[config.mk]
export PLATFORM = sky130hd
export DESIGN_NAME = calendar_day_number_convert_top
export DESIGN_NICKNAME = d
export VERILOG_FILES = /design/src/rtl/cdnc_pkg.sv /design/src/rtl/cdnc_fwd.sv /design/src/rtl/cdnc_rev.sv /design/src/rtl/calendar_day_number_convert_top.sv
export SDC_FILE = /design/constraint.sdc
export NUM_CORES = 2
export LEC_CHECK = 0
export BUFFER_PORTS_ARGS = -buffer_cell sky130_fd_sc_hd__buf_4
export CAP_MARGIN = 0
export CORE_AREA = 2 2 352 354
export CTS_CLUSTER_SIZE = 40
export DETAILED_ROUTE_END_ITERATION = 8
export DIE_AREA = 0 0 354 356
export MAX_ROUTING_LAYER = met4
export PLACE_DENSITY = 0.83
export SLEW_MARGIN = 10
export SYNTH_ARGS = -nofsm -noshare
export SYNTH_HDL_FRONTEND = slang
export SYNTH_SLANG_ARGS = --single-unit
[constraint.sdc]
create_clock -name aclk -period 8.5 [get_ports aclk]
set_input_delay 0.425 -clock aclk [delete_from_list [all_inputs] [get_ports aclk]]
set_output_delay 0.425 -clock aclk [all_outputs]
set_load 0.01 [all_outputs]
[src/rtl/cdnc_pkg.sv]
`timescale 1ns / 1ps
// ============================================================================
// cdnc_pkg
// Shared types, constants and helpers for the calendar day number converter.
// ============================================================================
package cdnc_pkg;

    localparam int DN_W   = 22;
    localparam int YEAR_W = 14;
    localparam int MON_W  = 4;
    localparam int DAY_W  = 5;
    localparam int WD_W   = 3;
    localparam int DOY_W  = 9;
    localparam int STAGES = 6;

    localparam logic [DN_W-1:0] DN_FIELD_MAX = 22'h3FFFFF;

    // y / 100 == (y * RECIP_100) >> RECIP_100_SH for all 14-bit y
    localparam logic [12:0] RECIP_100    = 13'd5243;
    localparam int          RECIP_100_SH = 19;
    localparam logic [YEAR_W-1:0] HUNDRED = 14'd100;

    // floor(2^32 * 400 / 146097), year estimate from a day number
    localparam logic [23:0] RECIP_YEAR = 24'd11759221;

    // 31 * (m - 1) minus the March-onward correction, month 0 as minus one
    localparam logic signed [9:0] MONTH_OFFSET [16] = '{
        -10'sd31, 10'sd0,   10'sd31,  10'sd59,  10'sd90,  10'sd120, 10'sd151, 10'sd181,
        10'sd212, 10'sd243, 10'sd273, 10'sd304, 10'sd334, 10'sd365, 10'sd396, 10'sd426
    };

    // last day of year of each month, common year
    localparam logic [DOY_W-1:0] MONTH_END [16] = '{
        9'd0,   9'd31,  9'd59,  9'd90,  9'd120, 9'd151, 9'd181, 9'd212,
        9'd243, 9'd273, 9'd304, 9'd334, 9'd365, 9'd0,   9'd0,   9'd0
    };

    // days before the first of each month, common year
    localparam logic [DOY_W-1:0] MONTH_START [16] = '{
        9'd0,   9'd0,   9'd31,  9'd59,  9'd90,  9'd120, 9'd151, 9'd181,
        9'd212, 9'd243, 9'd273, 9'd304, 9'd334, 9'd0,   9'd0,   9'd0
    };

    typedef struct packed {
        logic [DN_W-1:0]   day_number;
        logic [YEAR_W-1:0] year;
        logic [MON_W-1:0]  month;
        logic [DAY_W-1:0]  day;
        logic [WD_W-1:0]   weekday;
        logic              valid;
    } cdnc_res_t;

    // fold octal digits, since 8 == 1 mod 7
    function automatic logic [WD_W-1:0] mod7(input logic [23:0] x);
        logic [5:0] s1;
        logic [3:0] s2;
        logic [3:0] s3;
        s1 = '0;
        for (int i = 0; i < 8; i++) begin
            s1 = s1 + 6'(x[3*i +: 3]);
        end
        s2 = 4'(s1[5:3]) + 4'(s1[2:0]);
        s3 = 4'(s2[3]) + 4'(s2[2:0]);
        mod7 = (s3 >= 4'd7) ? 3'(s3 - 4'd7) : s3[2:0];
    endfunction

endpackage

[src/rtl/cdnc_fwd.sv]
`timescale 1ns / 1ps
// ============================================================================
// cdnc_fwd
// Date to day number datapath: three compute stages, then alignment stages.
// ============================================================================
module cdnc_fwd #(
    parameter int MAX_DAY_NUMBER = 3652424
) (
    input  logic                                aclk,
    input  logic [cdnc_pkg::STAGES-1:0]         stage_en,
    input  logic [cdnc_pkg::YEAR_W-1:0]         year,
    input  logic [cdnc_pkg::MON_W-1:0]          month,
    input  logic [cdnc_pkg::DAY_W-1:0]          day,
    input  logic                                sun_start,
    output cdnc_pkg::cdnc_res_t                 res
);

    localparam logic [cdnc_pkg::DN_W-1:0] MAX_DN = 22'(MAX_DAY_NUMBER);

    logic                               le2;
    logic                               neg;
    logic [cdnc_pkg::YEAR_W-1:0]        yp;
    logic signed [9:0]                  moff;

    logic                               zero_next, zero_reg;
    logic [cdnc_pkg::YEAR_W-1:0]        ypos_next, ypos_reg;
    logic [26:0]                        prod_next, prod_reg;
    logic signed [23:0]                 base_next, base_reg;
    logic                               sf1_reg;

    logic [7:0]                         q100;
    logic [11:0]                        leap_days;
    logic signed [23:0]                 r_next, r_reg;
    logic                               sf2_reg;

    logic [22:0]                        ur;
    logic                               sat;
    cdnc_pkg::cdnc_res_t                res_next;
    cdnc_pkg::cdnc_res_t                res_reg [4];

    always_comb begin
        le2       = month <= 4'd2;
        neg       = le2 && (year == '0);
        yp        = le2 ? year - 14'd1 : year;
        ypos_next = neg ? '0 : yp;
        moff      = cdnc_pkg::MONTH_OFFSET[month];
        zero_next = (year == '0) && (month == '0);
        prod_next = {13'b0, ypos_next} * {14'b0, cdnc_pkg::RECIP_100};
        base_next = $signed({10'b0, year}) * 24'sd365
                  + $signed({{14{moff[9]}}, moff})
                  + $signed({19'b0, day});
    end

    always_comb begin
        q100      = prod_reg[26:cdnc_pkg::RECIP_100_SH];
        leap_days = 12'(ypos_reg[13:2]) - 12'(q100) + 12'(q100[7:2]);
        r_next    = zero_reg ? '0 : base_reg + $signed({12'b0, leap_days});
    end

    always_comb begin
        ur  = r_reg[23] ? '0 : r_reg[22:0];
        sat = ur > {1'b0, cdnc_pkg::DN_FIELD_MAX};
        res_next            = '0;
        res_next.day_number = sat ? cdnc_pkg::DN_FIELD_MAX : ur[21:0];
        res_next.weekday    = cdnc_pkg::mod7({1'b0, ur} + 24'd5 + {23'b0, sf2_reg});
        res_next.valid      = (ur != '0) && !sat && (ur[21:0] <= MAX_DN);
    end

    always_ff @(posedge aclk) begin
        if (stage_en[0]) begin
            zero_reg <= zero_next;
            ypos_reg <= ypos_next;
            prod_reg <= prod_next;
            base_reg <= base_next;
            sf1_reg  <= sun_start;
        end
        if (stage_en[1]) begin
            r_reg   <= r_next;
            sf2_reg <= sf1_reg;
        end
        if (stage_en[2]) begin
            res_reg[0] <= res_next;
        end
        if (stage_en[3]) begin
            res_reg[1] <= res_reg[0];
        end
        if (stage_en[4]) begin
            res_reg[2] <= res_reg[1];
        end
        if (stage_en[5]) begin
            res_reg[3] <= res_reg[2];
        end
    end

    assign res = res_reg[3];

endmodule

[src/rtl/cdnc_rev.sv]
`timescale 1ns / 1ps
// ============================================================================
// cdnc_rev
// Day number to date datapath: year estimate, year correction, leap fix and
// month search over six register stages.
// ============================================================================
module cdnc_rev #(
    parameter int MAX_DAY_NUMBER = 3652424
) (
    input  logic                                aclk,
    input  logic [cdnc_pkg::STAGES-1:0]         stage_en,
    input  logic [cdnc_pkg::DN_W-1:0]           day_number,
    input  logic                                sun_start,
    output cdnc_pkg::cdnc_res_t                 res
);

    localparam logic [cdnc_pkg::DN_W-1:0] MAX_DN = 22'(MAX_DAY_NUMBER);

    typedef struct packed {
        logic [cdnc_pkg::DN_W-1:0] dn;
        logic                      in_range;
        logic [cdnc_pkg::WD_W-1:0] wd;
    } rev_carry_t;

    rev_carry_t                         carry_next;
    rev_carry_t                         carry_reg [cdnc_pkg::STAGES];

    // stage 1
    logic [45:0]                        est_prod;
    logic [cdnc_pkg::YEAR_W-1:0]        c_next, c1_reg, c2_reg;

    // stage 2
    logic signed [15:0]                 k_val [3];
    logic [cdnc_pkg::YEAR_W-1:0]        kc_next [3];
    logic [cdnc_pkg::YEAR_W-1:0]        kc_reg [3];
    logic [26:0]                        prodk_next [3];
    logic [26:0]                        prodk_reg [3];

    // stage 3
    logic [7:0]                         qk [3];
    logic [11:0]                        lk [3];
    logic signed [15:0]                 yk [3];
    logic signed [23:0]                 before_next [3];
    logic signed [23:0]                 before_reg [3];
    logic [cdnc_pkg::YEAR_W-1:0]        c3_reg;

    // stage 4
    logic signed [23:0]                 dn_s;
    logic signed [23:0]                 b_sel;
    logic signed [23:0]                 doy_wide;
    logic [cdnc_pkg::YEAR_W-1:0]        y_next, y4_reg, y5_reg, y6_reg;
    logic [cdnc_pkg::DOY_W-1:0]         doy_next, doy4_reg, doy5_reg;

    // stage 5
    logic [26:0]                        prody_next, prody_reg;

    // stage 6
    logic [7:0]                         qy;
    logic [cdnc_pkg::YEAR_W-1:0]        hund;
    logic                               leap;
    logic [cdnc_pkg::DOY_W-1:0]         doy6_next, doy6_reg;
    logic                               lday_next, lday_reg;

    // month search
    logic [cdnc_pkg::MON_W-1:0]         mon;
    logic [cdnc_pkg::DOY_W-1:0]         dom;

    always_comb begin
        carry_next.dn       = day_number;
        carry_next.in_range = (day_number != '0) && (day_number <= MAX_DN);
        carry_next.wd       = cdnc_pkg::mod7({2'b0, day_number} + 24'd5 + {23'b0, sun_start});
        est_prod            = {24'b0, day_number} * {22'b0, cdnc_pkg::RECIP_YEAR};
        c_next              = est_prod[45:32];
    end

    always_comb begin
        for (int j = 0; j < 3; j++) begin
            k_val[j]      = $signed({2'b00, c1_reg}) + 16'(j) - 16'sd2;
            kc_next[j]    = k_val[j][15] ? '0 : k_val[j][13:0];
            prodk_next[j] = {13'b0, kc_next[j]} * {14'b0, cdnc_pkg::RECIP_100};
        end
    end

    always_comb begin
        for (int j = 0; j < 3; j++) begin
            qk[j]          = prodk_reg[j][26:cdnc_pkg::RECIP_100_SH];
            lk[j]          = 12'(kc_reg[j][13:2]) - 12'(qk[j]) + 12'(qk[j][7:2]);
            yk[j]          = $signed({2'b00, c2_reg}) + 16'(j) - 16'sd1;
            before_next[j] = $signed({{8{yk[j][15]}}, yk[j]}) * 24'sd365
                           + $signed({12'b0, lk[j]}) + 24'sd1;
        end
    end

    always_comb begin
        dn_s = $signed({2'b00, carry_reg[2].dn});
        if (dn_s < before_reg[1]) begin
            y_next = c3_reg - 14'd1;
            b_sel  = before_reg[0];
        end else if (dn_s >= before_reg[2]) begin
            y_next = c3_reg + 14'd1;
            b_sel  = before_reg[2];
        end else begin
            y_next = c3_reg;
            b_sel  = before_reg[1];
        end
        doy_wide = dn_s - b_sel + 24'sd1;
        doy_next = doy_wide[cdnc_pkg::DOY_W-1:0];
    end

    assign prody_next = {13'b0, y4_reg} * {14'b0, cdnc_pkg::RECIP_100};

    always_comb begin
        qy   = prody_reg[26:cdnc_pkg::RECIP_100_SH];
        hund = 14'({6'b0, qy} * cdnc_pkg::HUNDRED);
        leap = (y5_reg[1:0] == 2'b00) && ((y5_reg != hund) || (qy[1:0] == 2'b00));
        if (leap && (doy5_reg > 9'd59)) begin
            doy6_next = doy5_reg - 9'd1;
            lday_next = doy5_reg == 9'd60;
        end else begin
            doy6_next = doy5_reg;
            lday_next = 1'b0;
        end
    end

    always_comb begin
        mon = 4'd1;
        for (int k = 1; k < 12; k++) begin
            if (doy6_reg > cdnc_pkg::MONTH_END[k]) begin
                mon = 4'(k + 1);
            end
        end
        dom = doy6_reg - cdnc_pkg::MONTH_START[mon] + {8'b0, lday_reg};

        res            = '0;
        res.day_number = carry_reg[5].dn;
        res.weekday    = carry_reg[5].wd;
        res.valid      = carry_reg[5].in_range;
        if (carry_reg[5].in_range) begin
            res.year  = y6_reg;
            res.month = mon;
            res.day   = dom[cdnc_pkg::DAY_W-1:0];
        end
    end

    always_ff @(posedge aclk) begin
        if (stage_en[0]) begin
            carry_reg[0] <= carry_next;
            c1_reg       <= c_next;
        end
        if (stage_en[1]) begin
            carry_reg[1] <= carry_reg[0];
            c2_reg       <= c1_reg;
            kc_reg       <= kc_next;
            prodk_reg    <= prodk_next;
        end
        if (stage_en[2]) begin
            carry_reg[2] <= carry_reg[1];
            c3_reg       <= c2_reg;
            before_reg   <= before_next;
        end
        if (stage_en[3]) begin
            carry_reg[3] <= carry_reg[2];
            y4_reg       <= y_next;
            doy4_reg     <= doy_next;
        end
        if (stage_en[4]) begin
            carry_reg[4] <= carry_reg[3];
            y5_reg       <= y4_reg;
            doy5_reg     <= doy4_reg;
            prody_reg    <= prody_next;
        end
        if (stage_en[5]) begin
            carry_reg[5] <= carry_reg[4];
            y6_reg       <= y5_reg;
            doy6_reg     <= doy6_next;
            lday_reg     <= lday_next;
        end
    end

endmodule

[src/rtl/calendar_day_number_convert_top.sv]
`timescale 1ns / 1ps
// ============================================================================
// calendar_day_number_convert_top
// Converts between a Gregorian date and a running day number, both ways.
// ============================================================================
// Throughput: one word per cycle while m_axis_tready is high; the pipeline holds seven words.
// Each stage advances when it is empty or the next stage advances, so
// bubbles fill while the output word waits.
// Reset clears the valid bit of every stage; data registers are not reset.
module calendar_day_number_convert_top #(
    parameter int MAX_DAY_NUMBER = 3652424
) (
    input  logic        aclk,
    input  logic        aresetn,

    input  logic        s_axis_tvalid,
    output logic        s_axis_tready,
    // [13:0] year, [17:14] month, [22:18] day, [44:23] day_number,
    // [45] sun_start, [47:46] zero
    input  logic [47:0] s_axis_tdata,
    // [0] func
    input  logic [0:0]  s_axis_tuser,

    output logic        m_axis_tvalid,
    input  logic        m_axis_tready,
    // [21:0] out_day_number, [35:22] out_year, [39:36] out_month,
    // [44:40] out_day, [47:45] weekday
    output logic [47:0] m_axis_tdata,
    // [0] valid_res
    output logic [0:0]  m_axis_tuser
);

    localparam int NSTG = cdnc_pkg::STAGES + 1;

    logic [NSTG-1:0]             stage_en;
    logic [NSTG-1:0]             valid_next, valid_reg;
    logic [cdnc_pkg::STAGES-1:0] func_reg;

    cdnc_pkg::cdnc_res_t         fwd_res;
    cdnc_pkg::cdnc_res_t         rev_res;
    cdnc_pkg::cdnc_res_t         out_next, out_reg;

    always_comb begin
        stage_en[NSTG-1] = !valid_reg[NSTG-1] || m_axis_tready;
        for (int i = NSTG - 2; i >= 0; i--) begin
            stage_en[i] = !valid_reg[i] || stage_en[i+1];
        end
        valid_next[0] = s_axis_tvalid;
        for (int i = 1; i < NSTG; i++) begin
            valid_next[i] = valid_reg[i-1];
        end
    end

    assign s_axis_tready = stage_en[0];

    always_ff @(posedge aclk) begin
        if (!aresetn) begin
            valid_reg <= '0;
        end else begin
            for (int i = 0; i < NSTG; i++) begin
                if (stage_en[i]) begin
                    valid_reg[i] <= valid_next[i];
                end
            end
        end
    end

    always_ff @(posedge aclk) begin
        if (stage_en[0]) begin
            func_reg[0] <= s_axis_tuser[0];
        end
        for (int i = 1; i < cdnc_pkg::STAGES; i++) begin
            if (stage_en[i]) begin
                func_reg[i] <= func_reg[i-1];
            end
        end
    end

    cdnc_fwd #(
        .MAX_DAY_NUMBER (MAX_DAY_NUMBER)
    ) u_fwd (
        .aclk         (aclk),
        .stage_en     (stage_en[cdnc_pkg::STAGES-1:0]),
        .year         (s_axis_tdata[13:0]),
        .month        (s_axis_tdata[17:14]),
        .day          (s_axis_tdata[22:18]),
        .sun_start    (s_axis_tdata[45]),
        .res          (fwd_res)
    );

    cdnc_rev #(
        .MAX_DAY_NUMBER (MAX_DAY_NUMBER)
    ) u_rev (
        .aclk         (aclk),
        .stage_en     (stage_en[cdnc_pkg::STAGES-1:0]),
        .day_number   (s_axis_tdata[44:23]),
        .sun_start    (s_axis_tdata[45]),
        .res          (rev_res)
    );

    assign out_next = func_reg[cdnc_pkg::STAGES-1] ? rev_res : fwd_res;

    always_ff @(posedge aclk) begin
        if (stage_en[NSTG-1]) begin
            out_reg <= out_next;
        end
    end

    assign m_axis_tvalid = valid_reg[NSTG-1];
    assign m_axis_tdata  = {out_reg.weekday, out_reg.day, out_reg.month,
                            out_reg.year, out_reg.day_number};
    assign m_axis_tuser  = out_reg.valid;

endmodule

== Yosys cells after proc, flatten, opt, wreduce, memory -nomap -nowiden ==
Memory sizes are Yosys's and may differ from the RTL's.
Cells that the tools add are included.

* $add $sub $neg: 59
* $mul: 11
* Order comparisons: 22
* Eq/ne operators: 2
* Multiplexer cells: 43
* Bitwise operators: 2
* Reductions and logical operators: 29

{| class="wikitable"
|+ Operators with widths
! kind !! count
|-
| $mul 14x13->27 const B || 5
|-
| $mux 14 || 7
|-
| $add 6x3->6 || 12
|-
| $mux 49 || 1
|-
| $add 24x1->24 || 2
|-
| $add 24x13->24 || 2
|-
| $add 24x2->24 const B || 2
|-
| $mul 16x10->24 const B || 2
|-
| $mul 22x24->46 const B || 1
|-
| $mux 23 || 2
|-
| $le 22x22->1 const B || 2
|-
| $add 12x6->12 || 3
|-
| $gt 9x8->1 const B || 4
|-
| $sub 12x8->12 || 3
|-
| $sub 15x1->16 const B || 2
|-
| $sub 16x3->16 const B || 2
|-
| $add 14x1->15 const B || 2
|-
| $add 14x2->15 const B || 2
|-
| $sub 14x1->14 const B || 2
|-
| $gt 9x9->1 const B || 3
|-
| $mux 9 || 3
|-
| $add 23x3->24 const B || 1
|-
| $add 24x10->24 || 1
|-
| $add 24x12->24 || 1
|-
| 46 further kinds || 101
|}

* Flip-flop bits (word level): 470
* Bits in writable memories: 352
* ROM bits: 304
* Input port bits: 53
* Output and inout bits: 51
* Logic and storage cells: 218
* Memories kept: 4

{| class="wikitable"
|+ Memory list
! memory !! words !! bits a word !! rd ports !! clocked after memory_dff !! write ports !! line !! text
|-
| u_fwd.res_reg || 4 || 49 || 4 || 0 || 4 || cdnc_fwd.sv:39 || <nowiki>cdnc_pkg::cdnc_res_t res_reg [4];</nowiki>
|-
| (name not given) || 16 || 10 || 1 || 0 || 0 || cdnc_fwd.sv:46 || <nowiki>moff = cdnc_pkg::MONTH_OFFSET[month];</nowiki>
|-
| u_rev.carry_reg || 6 || 26 || 6 || 0 || 6 || cdnc_rev.sv:26 || <nowiki>rev_carry_t carry_reg [cdnc_pkg::STAGES];</nowiki>
|-
| (name not given) || 16 || 9 || 1 || 0 || 0 || cdnc_rev.sv:132 || <nowiki>dom = doy6_reg - cdnc_pkg::MONTH_START[mon] + {8'b0, lday_reg};</nowiki>
|}

== Logic depth before layout (Yosys ltp) ==
* Depth after elaboration: 20
* Depth in mapped cells: 33
* Mapped depth without buffers: 32

== Hierarchy ==
Synthesis repeated with hierarchy kept, for this count alone.

* Cell total of the unflattened synthesis: 6040
* Area, all modules: 67136.9 µm²

{| class="wikitable"
|+ By module, submodules not included
! module !! times used !! cells each !! area an instance (µm²) !! sequential area each (µm²)
|-
| cdnc_rev || 1 || 4405 || 48576.6 || 11350.9
|-
| cdnc_fwd || 1 || 1495 || 16030.4 || 5255.0
|-
| calendar_day_number_convert_top || 1 || 140 || 2529.9 || 1791.7
|}

== Worst setup path after synthesis ==
OpenSTA, ideal clock, no wires.

* Kind: input to register
* Start: in s_axis_tdata[25]
* End: mem u_rev.carry_reg[0][1] (netlist bit), data pin
* Setup time: 0.260 ns
* Data arrival time: 7.268 ns
* Required time: 8.240 ns
* Path slack: 0.973 ns
* Stages on the path: 27
* Buffers on the path: 1
* Cells stage by stage: buf_2 inv_1 ha_1 a21oi_2 or4_4 nor3_4 xnor2_1 or3_4 nor4_2 xnor2_1 fa_1 fa_1 fa_1 fa_1 ha_1 a21o_1 a21oi_1 xnor2_1 ha_1 a21o_1 a21o_1 ha_1 ha_1 ha_1 a22oi_1 a21oi_1 mux2_2

{| class="wikitable"
|+ RTL lines
! item !! line !! text
|-
| from (decl) || calendar_day_number_convert_top.sv:20 || <nowiki>input logic [47:0] s_axis_tdata,</nowiki>
|-
| to (decl) || cdnc_rev.sv:26 ||
|}

==> results.json <==
{
  "status": "completed",
  "synth_flop_cell": "edfxtp_1",
  "layout_commonest_cell": "inv_1",
  "initial_utilization_pct": 55.4,
  "clock_sinks": 627,
  "grt.total_usage_pct": 24.5,
  "grt_busiest_layer": "met2",
  "rrSetupSlack_ns": 0.57,
  "crit_family": "adder cells",
  "gp_congestion": 0.957,
  "arrival_ns": 8.31,
  "fin_cells": 8036,
  "max_freq_mhz": 126,
  "rsz0062_at_grt": "false",
  "drive_gt1_share_pct": 5.06,
  "hpwl_um": 120000,
  "clk_latency_ns": 0.64,
  "antenna_found_initial": 3,
  "yosys_warnings": 0,
  "largest_reg_flops": 156,
  "cts_made_buffers": 66,
  "final_hold_viol_count": 0,
  "wl_um": 145000,
  "dieArea_um2": 126000,
  "postPlaceCellArea_um2": 70800,
  "vias": 43700,
  "io_pins": 104,
  "synth_edf_count": 620,
  "cts_tree": "yes",
  "drtAntennaViolNets": 0,
  "post_cts_resized": 0,
  "fp-row-count": 129,
  "r2r_cells": 30,
  "r2r_start": "u_fwd.r_reg[23]$_SDFFCE_PP0P_",
  "dieHeight_um": 356,
  "rr_endpoint": "u_fwd.res_reg[0][2]$_DFFE_PP_",
  "ys_async_sr_fraction_pct": 0,
  "min_to": "valid_reg[0]$_SDFFE_PN0P_",
  "min_path_cells": 3,
  "syn_area_per_cell_um2": 11.0,
  "stdcell_area_um2": 73200,
  "layout_min_cycle_time_ns": 7.93,
  "path_buf_inv": 3,
  "critical_path.max_fanout": 16,
  "grt_overflow": 0,
  "wl_per_cell_um": 18.0,
  "synthesis.nets": 8221,
  "worstPathRequired_ns": 8.89,
  "io_buffers": 101,
  "cts_buffer_depth": 3,
  "path_common_cell": "ha_1",
  "skew_ns": 0.0491,
  "max-cap-violations": 0,
  "worstHoldStart": "s_axis_tvalid",
  "grt_pass1_wl_um": 240000,
  "grt_pass1_vias": 46800,
  "via_per_inst": 5.44,
  "grt_start_max_net_pins": 81,
  "synthCells": 6192,
  "drt_drc_violations_left": 0,
  "timing.final.max_slew_violations": 0,
  "final_cell_mix": "inv_1 (1571), ha_1 (1189), fa_1 (787)",
  "cts.clk_slew.worst_paths_ns": 0.06,
  "area_delta_synth_final_pct": 7.68,
  "grtUsageMet3_pct": 2.82,
  "dr.first_iter.drc_count": 2966,
  "finalNetCount": 8377,
  "ys_ff_latch": 627,
  "dp.cells": 7909,
  "grt_use_met2_pct": 41.1,
  "relSlewSlack_pct": 30.1,
  "critical_path_class": "reg2reg",
  "h-tree-depth": 3,
  "drt_pre_antenna_iters": 6,
  "crit_slowest_cell": "edfxtp_1",
  "tns_ns": 0,
  "die_x_um": 354,
  "clockRootBuffer": "clkbuf_16",
  "setup.worst_path.end_class": "flop",
  "worstMarginPinSlew_ns": 1.05,
  "synth_cell_types": 87,
  "met1_usage_pct": 31.4,
  "core_um2": 123000,
  "finish.utilization_pct": 59.7,
  "crit_path_start_kind": "flop",
  "hp-class": "in2reg",
  "synth_area_um2": 68000,
  "period_share_pct": 93.2,
  "setup_viol": 0,
  "ys_seq_area_share_pct": 27.6,
  "crit_path_max_incr_delay_ns": 0.59
}
## worst max path at each step
stage / from / endpoint / slack (ns) / cells after the start
CTS: u_fwd.r_reg[23]$_SDFFCE_PP0P_ / u_fwd.res_reg[0][2]$_DFFE_PP_ / 0.54 / 31
global placement: s_axis_tdata[28] / u_rev.carry_reg[0][1]$_DFFE_PP_ / 0.41 / 28
detailed placement: s_axis_tdata[28] / u_rev.carry_reg[0][1]$_DFFE_PP_ / 0.26 / 28
floorplan: s_axis_tdata[25] / u_rev.carry_reg[0][1]$_DFFE_PP_ / 0.97 / 27
global route: u_rev.c1_reg[2]$_DFFE_PP_ / u_rev.prodk_reg[26]$_DFFE_PP_ / 0.12 / 30
finish: u_fwd.r_reg[23]$_SDFFCE_PP0P_ / u_fwd.res_reg[0][2]$_DFFE_PP_ / 0.57 / 30
## final cells by class
class                   count  area [µm²]
clock buffers              75        1710
multi-input cells        3941       43100
diodes                      2        5.00
fillers                  9533       49500
well taps                1637        2050
clock inverters            42         603
flip-flops and latches    627       18800
repair buffers            137        1030
inverters                1575        5920
## cell usage after synthesis, drive strengths merged, types with 47 or more instances
| master | count | share of area [%] |
|---|---|---|
| fa | 787 | 23 |
| o21a | 47 | 0.52 |
| inv | 1575 | 8.7 |
| nand3 | 78 | 0.57 |
| nand2 | 198 | 1.1 |
| nor2 | 260 | 1.4 |
| xor2 | 124 | 1.6 |
| xnor2 | 261 | 3.4 |
| edfxtp | 620 | 27 |
| nand4 | 51 | 0.48 |
| o21ai | 108 | 0.79 |
| ha | 1189 | 22 |
| a21oi | 188 | 1.4 |
| a21o | 80 | 0.88 |
| nor3 | 66 | 0.50 |
## repair_timing
action                                  CTS  global route
hold buffers                              1             0
endpoints found under the setup margin    0             1
setup buffers                             0             7
hold endpoints to repair                  1             0
## worst register-to-register path: cells and delay by family, from the launching register on
family,cells,cell delay (ns)
buffers and inverters,3,0.18
flip-flops,1,0.59
XOR/XNOR,2,0.32
adder cells (fa/ha/maj),11,3.79
AO/OA/AOI/OAI,7,1.25
multiplexers,1,0.38
AND/OR/NAND/NOR,6,1.18
## through the flow
stage	hold slack (ns)	setup slack, ns
3_5_place_dp	0.405	0.261
5_1_grt	0.0411	0.124
3_3_place_gp	0.401	0.413
4_1_cts	0.0119	0.538
6_report	0.0356	0.574
2_1_floorplan	0.400	0.973
## logic make-up after synthesis
group           count (synthesis)  share of synthesized area [%]
mux                            53                          0.859
fa+ha+maj                    1976                           45.1
flops                         627                           27.6
other cells                     1                        0.00552
compound gates                628                           6.03
xor+xnor                      386                           4.99
simple gates                  897                           6.48
buf+inv                      1624                           8.99
## routing by layer
metal,wire length [µm],part of all wire [%],vias to the layer above
li1,-,-,20600
met1,61100,42,21700
met2,71200,49,1230
met3,7840,5.4,281
met4,4720,3.3,0
met5,0,0,-
Power is not shown: default switching activity piles up to over one toggle a cycle in this logic, so the estimate is an artifact.
